$ cat src/hdl/gcm_pkg.sv
`timescale 1ns / 1ps
// Shared types, widths and constants of the gated capacitance meter.
// Used by every module of the block; depends on nothing.
package gcm_pkg;

	localparam int COUNT_WIDTH = 32;
	localparam int GATE_W      = 16;
	localparam int RES_W       = 20;
	localparam int NUM_W       = 32;
	localparam int DEN_W       = RES_W + COUNT_WIDTH;
	localparam int QUO_W       = NUM_W;
	localparam int STEP_W      = $clog2(QUO_W);
	localparam int REG_IDX_W   = 2;
	localparam int WDATA_W     = 32;

	localparam int GQ_DEPTH    = 2;
	localparam int GQ_PTR_W    = (GQ_DEPTH > 1) ? $clog2(GQ_DEPTH) : 1;
	localparam int GQ_CNT_W    = $clog2(GQ_DEPTH + 1);

	localparam logic [REG_IDX_W-1:0] REG_GATE_TICKS     = 2'd0;
	localparam logic [REG_IDX_W-1:0] REG_RESISTANCE_SUM = 2'd1;
	localparam logic [REG_IDX_W-1:0] REG_CAP_NUMERATOR  = 2'd2;

	localparam logic [GATE_W-1:0] GATE_TICKS_RST     = 16'd1000;
	localparam logic [RES_W-1:0]  RESISTANCE_SUM_RST = 20'd4800;
	localparam logic [NUM_W-1:0]  CAP_NUMERATOR_RST  = 32'd1440000000;
	localparam logic [QUO_W-1:0]  NF_PER_UF          = 32'd1000;

	// x / 1000 == (x * 274877907) >> 38, exact for every 32-bit x
	localparam int                RECIP_W         = 29;
	localparam int                PROD_W          = QUO_W + RECIP_W;
	localparam int                NF_PER_UF_SHIFT = 38;
	localparam logic [RECIP_W-1:0] NF_PER_UF_RECIP = 29'd274877907;

	typedef struct packed {
		logic [COUNT_WIDTH-1:0] count;
	} gate_t;

	typedef struct packed {
		logic [31:0] frequency;
		logic        no_signal;
		logic [31:0] cap_value;
		logic        unit_is_uf;
	} res_t;

endpackage

$ cat src/hdl/gcm_front.sv
`timescale 1ns / 1ps
// Front part: edge and tick counters, gate-end detection.
// Depends on gcm_pkg.
module gcm_front (
	input  logic                             clk,
	input  logic                             arst_n,
	input  logic                             accept,
	input  logic                             signal_edge,
	input  logic                             base_tick,
	input  logic [gcm_pkg::GATE_W-1:0]       gate_ticks,
	output logic                             gate_valid,
	output gcm_pkg::gate_t                   gate
);

	logic [gcm_pkg::COUNT_WIDTH-1:0] edge_q;
	logic [gcm_pkg::GATE_W-1:0]      tick_q;
	logic [gcm_pkg::COUNT_WIDTH-1:0] edge_nx;
	logic [gcm_pkg::GATE_W-1:0]      tick_nx;
	logic                            close;

	always_comb begin
		edge_nx = edge_q;
		if (signal_edge && (edge_q != '1)) begin
			edge_nx = edge_q + 1'b1;
		end
		tick_nx = tick_q + 1'b1;
		close   = base_tick && ((tick_nx >= gate_ticks) || (tick_nx == '0));
	end

	assign gate_valid = accept && close;
	assign gate.count = edge_nx;

	always_ff @(posedge clk or negedge arst_n) begin
		if (!arst_n) begin
			edge_q <= '0;
			tick_q <= '0;
		end else if (accept) begin
			if (close) begin
				edge_q <= '0;
				tick_q <= '0;
			end else begin
				edge_q <= edge_nx;
				if (base_tick) begin
					tick_q <= tick_nx;
				end
			end
		end
	end

endmodule

$ cat src/hdl/gcm_gate_queue.sv
`timescale 1ns / 1ps
// Short queue of closed gates between the front and back parts.
// Depends on gcm_pkg.
module gcm_gate_queue (
	input  logic           clk,
	input  logic           arst_n,
	input  logic           wr,
	input  gcm_pkg::gate_t wr_data,
	input  logic           rd,
	output gcm_pkg::gate_t rd_data,
	output logic           q_full,
	output logic           q_empty
);

	gcm_pkg::gate_t                  mem_q [gcm_pkg::GQ_DEPTH];
	logic [gcm_pkg::GQ_PTR_W-1:0]    wr_ptr_q;
	logic [gcm_pkg::GQ_PTR_W-1:0]    rd_ptr_q;
	logic [gcm_pkg::GQ_CNT_W-1:0]    cnt_q;

	localparam logic [gcm_pkg::GQ_PTR_W-1:0] PTR_LAST = gcm_pkg::GQ_PTR_W'(gcm_pkg::GQ_DEPTH - 1);
	localparam logic [gcm_pkg::GQ_CNT_W-1:0] CNT_FULL = gcm_pkg::GQ_CNT_W'(gcm_pkg::GQ_DEPTH);

	assign q_full  = (cnt_q == CNT_FULL);
	assign q_empty = (cnt_q == '0);
	assign rd_data = mem_q[rd_ptr_q];

	always_ff @(posedge clk) begin
		if (wr) begin
			mem_q[wr_ptr_q] <= wr_data;
		end
	end

	always_ff @(posedge clk or negedge arst_n) begin
		if (!arst_n) begin
			wr_ptr_q <= '0;
			rd_ptr_q <= '0;
			cnt_q    <= '0;
		end else begin
			if (wr) begin
				wr_ptr_q <= (wr_ptr_q == PTR_LAST) ? '0 : wr_ptr_q + 1'b1;
			end
			if (rd) begin
				rd_ptr_q <= (rd_ptr_q == PTR_LAST) ? '0 : rd_ptr_q + 1'b1;
			end
			if (wr && !rd) begin
				cnt_q <= cnt_q + 1'b1;
			end else if (rd && !wr) begin
				cnt_q <= cnt_q - 1'b1;
			end
		end
	end

endmodule

$ cat src/hdl/gcm_back.sv
`timescale 1ns / 1ps
// Back part: product, restoring divider, reciprocal unit scaling and result register.
// Depends on gcm_pkg.
module gcm_back (
	input  logic                         clk,
	input  logic                         arst_n,
	input  logic                         q_empty,
	input  gcm_pkg::gate_t               q_data,
	output logic                         q_pop,
	input  logic [gcm_pkg::RES_W-1:0]    resistance_sum,
	input  logic [gcm_pkg::NUM_W-1:0]    cap_numerator,
	input  logic                         pop,
	output logic                         res_valid,
	output gcm_pkg::res_t                res
);

	typedef enum logic [4:0] {
		S_IDLE  = 5'b00001,
		S_MUL   = 5'b00010,
		S_DIV   = 5'b00100,
		S_SCALE = 5'b01000,
		S_DONE  = 5'b10000
	} state_t;

	state_t                            state_q;
	logic [gcm_pkg::COUNT_WIDTH-1:0]   count_q;
	logic [gcm_pkg::DEN_W-1:0]         den_q;
	logic [gcm_pkg::DEN_W-1:0]         rem_q;
	logic [gcm_pkg::QUO_W-1:0]         quo_q;
	logic [gcm_pkg::STEP_W-1:0]        step_q;
	logic                              uf_q;
	logic                              res_valid_q;
	gcm_pkg::res_t                     res_q;

	logic [gcm_pkg::DEN_W:0]           trial;
	logic [gcm_pkg::DEN_W:0]           diff;
	logic                              take;
	logic [gcm_pkg::DEN_W-1:0]         rem_nx;
	logic [gcm_pkg::PROD_W-1:0]        uf_prod;

	localparam logic [gcm_pkg::STEP_W-1:0] STEP_LAST = gcm_pkg::STEP_W'(gcm_pkg::QUO_W - 1);

	always_comb begin
		trial   = {rem_q, quo_q[gcm_pkg::QUO_W-1]};
		diff    = trial - {1'b0, den_q};
		take    = (trial >= {1'b0, den_q});
		rem_nx  = take ? diff[gcm_pkg::DEN_W-1:0] : trial[gcm_pkg::DEN_W-1:0];
		uf_prod = gcm_pkg::PROD_W'(quo_q) * gcm_pkg::PROD_W'(gcm_pkg::NF_PER_UF_RECIP);
	end

	assign q_pop     = (state_q == S_IDLE) && !q_empty;
	assign res_valid = res_valid_q;
	assign res       = res_q;

	always_ff @(posedge clk) begin
		unique case (state_q)
			S_IDLE: begin
				count_q <= q_data.count;
			end
			S_MUL: begin
				den_q  <= gcm_pkg::DEN_W'(resistance_sum) * gcm_pkg::DEN_W'(count_q);
				rem_q  <= '0;
				quo_q  <= (count_q == '0) ? '0 : cap_numerator;
				step_q <= '0;
				uf_q   <= 1'b0;
			end
			S_DIV: begin
				rem_q  <= rem_nx;
				quo_q  <= {quo_q[gcm_pkg::QUO_W-2:0], take};
				step_q <= step_q + 1'b1;
			end
			S_SCALE: begin
				if (quo_q >= gcm_pkg::NF_PER_UF) begin
					quo_q <= gcm_pkg::QUO_W'(uf_prod[gcm_pkg::PROD_W-1:gcm_pkg::NF_PER_UF_SHIFT]);
					uf_q  <= 1'b1;
				end
			end
			S_DONE: begin
			end
			default: begin
			end
		endcase
		if ((state_q == S_DONE) && (!res_valid_q || pop)) begin
			res_q.frequency  <= 32'(count_q);
			res_q.no_signal  <= (count_q == '0);
			res_q.cap_value  <= quo_q;
			res_q.unit_is_uf <= uf_q;
		end
	end

	always_ff @(posedge clk or negedge arst_n) begin
		if (!arst_n) begin
			state_q     <= S_IDLE;
			res_valid_q <= 1'b0;
		end else begin
			unique case (state_q)
				S_IDLE: begin
					if (!q_empty) begin
						state_q <= S_MUL;
					end
				end
				S_MUL: begin
					state_q <= (count_q == '0) ? S_DONE : S_DIV;
				end
				S_DIV: begin
					if (step_q == STEP_LAST) begin
						state_q <= S_SCALE;
					end
				end
				S_SCALE: begin
					state_q <= S_DONE;
				end
				S_DONE: begin
					if (!res_valid_q || pop) begin
						state_q <= S_IDLE;
					end
				end
				default: begin
					state_q <= S_IDLE;
				end
			endcase
			if ((state_q == S_DONE) && (!res_valid_q || pop)) begin
				res_valid_q <= 1'b1;
			end else if (pop) begin
				res_valid_q <= 1'b0;
			end
		end
	end

endmodule

$ cat src/hdl/gated_capacitance_meter_unit.sv
`timescale 1ns / 1ps
// Gated capacitance meter, top level: configuration registers, front, gate queue, back.
// A closed gate passes through the product, divider and scaling states; a gate that saw no edge skips the last two.
// Throughput: one input transaction per cycle while full is low; the back part takes one gate at a time
// (32-step divider), so full rises only when two closed gates wait in the queue.
// Reset: counters, queue and result valid flag clear; registers take their reset values.
module gated_capacitance_meter_unit (
	input  logic                             clk,
	input  logic                             arst_n,
	input  logic                             push,
	output logic                             full,
	input  logic                             signal_edge,
	input  logic                             base_tick,
	output logic                             empty,
	input  logic                             pop,
	output logic [31:0]                      frequency,
	output logic                             no_signal,
	output logic [31:0]                      cap_value,
	output logic                             unit_is_uf,
	input  logic                             wr_en,
	input  logic [gcm_pkg::REG_IDX_W-1:0]    wr_index,
	input  logic [gcm_pkg::WDATA_W-1:0]      wr_data
);

	logic [gcm_pkg::GATE_W-1:0] gate_ticks_q;
	logic [gcm_pkg::RES_W-1:0]  resistance_sum_q;
	logic [gcm_pkg::NUM_W-1:0]  cap_numerator_q;

	logic           accept;
	logic           gate_valid;
	gcm_pkg::gate_t gate;
	gcm_pkg::gate_t q_data;
	logic           q_pop;
	logic           q_full;
	logic           q_empty;
	logic           res_valid;
	gcm_pkg::res_t  res;

	always_ff @(posedge clk or negedge arst_n) begin
		if (!arst_n) begin
			gate_ticks_q     <= gcm_pkg::GATE_TICKS_RST;
			resistance_sum_q <= gcm_pkg::RESISTANCE_SUM_RST;
			cap_numerator_q  <= gcm_pkg::CAP_NUMERATOR_RST;
		end else if (wr_en) begin
			unique case (wr_index)
				gcm_pkg::REG_GATE_TICKS:     gate_ticks_q     <= wr_data[gcm_pkg::GATE_W-1:0];
				gcm_pkg::REG_RESISTANCE_SUM: resistance_sum_q <= wr_data[gcm_pkg::RES_W-1:0];
				gcm_pkg::REG_CAP_NUMERATOR:  cap_numerator_q  <= wr_data[gcm_pkg::NUM_W-1:0];
				default: begin
				end
			endcase
		end
	end

	assign full   = q_full;
	assign accept = push && !q_full;

	gcm_front u_front (
		.clk         (clk),
		.arst_n      (arst_n),
		.accept      (accept),
		.signal_edge (signal_edge),
		.base_tick   (base_tick),
		.gate_ticks  (gate_ticks_q),
		.gate_valid  (gate_valid),
		.gate        (gate)
	);

	gcm_gate_queue u_queue (
		.clk     (clk),
		.arst_n  (arst_n),
		.wr      (gate_valid),
		.wr_data (gate),
		.rd      (q_pop),
		.rd_data (q_data),
		.q_full  (q_full),
		.q_empty (q_empty)
	);

	gcm_back u_back (
		.clk            (clk),
		.arst_n         (arst_n),
		.q_empty        (q_empty),
		.q_data         (q_data),
		.q_pop          (q_pop),
		.resistance_sum (resistance_sum_q),
		.cap_numerator  (cap_numerator_q),
		.pop            (pop),
		.res_valid      (res_valid),
		.res            (res)
	);

	assign empty      = !res_valid;
	assign frequency  = res.frequency;
	assign no_signal  = res.no_signal;
	assign cap_value  = res.cap_value;
	assign unit_is_uf = res.unit_is_uf;

	a_no_queue_overflow: assert property (@(posedge clk) disable iff (!arst_n)
		gate_valid |-> !q_full)
		else $error("gate closed while gate queue full");

	a_no_signal_zero_cap: assert property (@(posedge clk) disable iff (!arst_n)
		(!empty && no_signal) |-> (cap_value == 32'd0 && !unit_is_uf && frequency == 32'd0))
		else $error("no-signal result carries a capacitance");

	a_nf_range: assert property (@(posedge clk) disable iff (!arst_n)
		(!empty && !unit_is_uf) |-> (cap_value < 32'd1000))
		else $error("nanofarad result not below 1000");

	a_uf_range: assert property (@(posedge clk) disable iff (!arst_n)
		(!empty && unit_is_uf) |-> (cap_value >= 32'd1 && cap_value <= 32'd4294967))
		else $error("microfarad result out of range");

endmodule

$ cat config.mk
export PLATFORM = sky130hd
export DESIGN_NAME = gated_capacitance_meter_unit
export DESIGN_NICKNAME = d
export VERILOG_FILES = /design/src/hdl/gcm_pkg.sv /design/src/hdl/gcm_front.sv /design/src/hdl/gcm_gate_queue.sv /design/src/hdl/gcm_back.sv /design/src/hdl/gated_capacitance_meter_unit.sv
export SDC_FILE = /design/constraint.sdc
export NUM_CORES = 2
export LEC_CHECK = 0
export BUFFER_PORTS_ARGS = -buffer_cell sky130_fd_sc_hd__buf_2
export CAP_MARGIN = 20
export CORE_AREA = 2 2 376 378
export CTS_BUF_LIST = sky130_fd_sc_hd__clkbuf_8
export CTS_CLUSTER_SIZE = 24
export DETAILED_ROUTE_END_ITERATION = 6
export DIE_AREA = 0 0 378 380
export PLACE_DENSITY = 0.54
export RECOVER_POWER = 100
export SYNTH_ARGS = -nofsm -noshare
export SYNTH_HDL_FRONTEND = slang
export SYNTH_SLANG_ARGS = --single-unit
$ cat constraint.sdc
create_clock -name clk -period 6.5 [get_ports clk]
set_input_delay 0.975 -clock clk [delete_from_list [all_inputs] [get_ports clk]]
set_output_delay 0.975 -clock clk [all_outputs]
set_load 0.01 [all_outputs]
==> metrics <==
run status finished with violations; failing checks capacitance limit, slew limit, setup timing; post-layout min period 7180 ps; CTS Buf Count 83; global-route wire length before repair between 200 and 300 mm; core area 139000 um2; Wirelength per Cell about 20 um; Nets 7742; Placer Congestion about 0.91; Post-Route WL about 160 mm; post-DP HPWL 132 mm; crit-path leading delay family adder cells; Die ar. 144000 um2; Hold Fails Final Rpt 0; Initial DRT Pass Iterations 5; clock-pin slew on the worst setup and hold paths 60 ps; final hold slack about 410 ps; actual slew at the worst max-slew pin between 3000 and 4000 ps; vias in the first global route between 40000 and 50000; IO buf count approximately 110; CP max FO 6; EDFF count, synth roughly 300; syn_nets between 7000 and 8000; setup TNS -22980 ps; worst hold path type in -> reg; Crit-path slowest cell fa_2; standard-cell row count between 100 and 150; required time worst endpoint 7030 ps; fraction of layout cells with a size suffix above 1 ~20%; DIE HEIGHT about 380 um; pins over their slew limit roughly 560; DR vias about 41000; WS Path Type reg -> reg; Syn-to-layout area delta 21.0%; max-cap viol count 14; synthesized cell area ~55000 um2; initial antenna violation count 7; Tcrit/Tclk final 110%; top_reg_cell synth edfxtp_1; CP max stage delay around 570 ps; syn_area_per_cell between 9 and 10 um2; htree depth 3; Mapped Cells ~5600; final setup violation count a little under 80; RSZ-0062 raised after global routing true; arrival time worst endpoint 7720 ps; Achievable Freq about 140 MHz; Most common cell on crit path fa_1; Routed Antenna Nets 0; largest net degree at the start of global routing 76; CP Buf/Inv Count 6; Synth cell types 89; fin util approximately half; Root Driver clkbuf_8; Crit. End Element register; clock buffer depth 3; Worst setup SP type register; initial core utilization about two fifths; Avg Vias per Cell around 5; sequential share of the synthesized area between 20 and 25%; dpl ws -979 ps; IO Pins 109; max_slew headroom -129%; drt initial violations about 2200; flop and latch count out of synthesis 430; global route overflow 0; GRT Resource Usage Total between 20% and 30%; Post-route DRC 0; worst skew pair latency 810 ps; Clock Skews ~51 ps; Syn. warnings 0; die width approximately 380 um; Post-synth ARST share 29.3%; # clock sinks 430; TritonCTS clock tree done; final worst slack -682 ps
## flip-flops by register name, indices dropped and copies added (netlist names)
name / cells
u_front.tick_q: 16
u_back.res_valid: 1
cap_numerator_q: 32
resistance_sum_q: 20
u_back.count_q: 32
u_queue.cnt_q: 2
u_front.edge_q: 32
u_queue.mem_q: 64
u_back.step_q: 5
gate_ticks_q: 16
u_queue.rd_ptr_q: 1
u_back.uf_q: 1
u_back.rem_q: 52
u_back.res: 66
u_back.quo_q: 32
u_queue.wr_ptr_q: 1
u_back.den_q: 52
u_back.state_q: 5
## layout by cell type (no fill, tap or decap), types with 123 or more instances in the layout
cell type,instances
a21oi_1,154
and2_1,252
buf_4,513
edfxtp_1,304
fa_1,795
ha_1,565
inv_1,1161
nand2_1,565
nor2_1,177
o21ai_0,123
## worst reg2reg max path, stage by stage (launching register included)
cell and delay (ps):
dfstp_2 400, buf_6 150, buf_6 140, and2_4 130
fa_1 540, inv_2 50, fa_1 520, inv_1 50
fa_1 500, inv_2 40, fa_1 550, fa_1 450
fa_2 570, fa_1 420, inv_2 80, ha_4 190
a21o_1 150, a21o_1 180, a21oi_2 190, o311ai_4 150
a211oi_4 330, o21ai_4 100, a221oi_2 320, o21ai_1 120
a221o_1 370, a21oi_2 150, xnor2_1 70
## per-stage QoR
| step | area (um2) | cells |
|---|---|---|
| 2_1_floorplan | 56400 | 5551 |
| 3_3_place_gp | 63400 | 7912 |
| 3_5_place_dp | 63400 | 7912 |
| 4_1_cts | 66800 | 8139 |
| 5_1_grt | 67100 | 8171 |
| 6_report | 67100 | 8173 |
## cell type report
class	instances	area, um2
Fill cell	13300	72100
Multi-Input combinational cell	3718	39900
Sequential cell	430	12300
Timing Repair Buffer	799	6420
Inverter	1193	4490
Tap cell	1876	2350
Clock buffer	87	1200
Clock inverter	65	447
Antenna cell	5	12.5
## synth_stat cells (all sizes together) (19+ instances only)
master / instances / area share (%)
dfrtp: 104 / 4.7
nand3: 71 / 0.64
nand2: 585 / 4.0
xor2: 65 / 1.0
xnor2: 106 / 1.7
edfxtp: 304 / 16
mux2: 89 / 1.8
nor2b: 23 / 0.26
and3: 23 / 0.26
fa: 835 / 30
a21o: 109 / 1.5
o21ai: 161 / 1.5
ha: 641 / 14
clkbuf: 196 / 1.3
and2: 266 / 3.0
o31ai: 19 / 0.31
a21oi: 186 / 1.7
a31oi: 25 / 0.34
nand2b: 19 / 0.21
dfstp: 22 / 1.0
nor3: 28 / 0.26
nand4: 48 / 0.56
inv: 1192 / 8.1
nor2: 185 / 1.3
o21bai: 22 / 0.30
## kinds of logic (layout without fill, tap and decap cells)
logic type / Yosys count / in the layout / share of synthesized area [%]
flops: 430 / 430 / 22.2
other cells: 0 / 5 / 0
simple gates: 1310 / 1310 / 11.3
fa+ha+maj: 1476 / 1476 / 44.6
buf+inv: 1403 / 2144 / 9.53
xor+xnor: 171 / 171 / 2.70
compound gates: 657 / 657 / 7.65
mux: 104 / 104 / 2.08
## what timing repair did
item,in CTS,in global routing
gates cloned,0,4
resized for setup,244,115
buffers inserted,80,33
hold buffers,0,0
pin swaps,164,112
endpoints found under the setup margin,52,56
## metal layers
metal	routed length (um)	track usage, %	vias up
li1	-	-	19000
met1	70800	30.6	20400
met2	78500	38.8	949
met3	7390	3.02	278
met4	5380	6.89	4
met5	23	0	-
## worst paths after layout
path                                  endpoint                 from  depth (start not counted)  slack (ps)
max in group asynchronous     gate_ticks_q[11]               arst_n                          3        1700
max                           u_back.den_q[48]  resistance_sum_q[7]                         26        -680
min reg2reg                 cap_numerator_q[9]   cap_numerator_q[9]                          1         500
min in group asynchronous   u_front.edge_q[28]               arst_n                          1        1320
max reg2reg                   u_back.den_q[48]  resistance_sum_q[7]                         26        -680
min                        cap_numerator_q[29]          wr_data[29]                          2         410
Power is left out: the tool's default activity adds up to more than one toggle a clock period on the data nets, which glitch-free logic cannot reach.
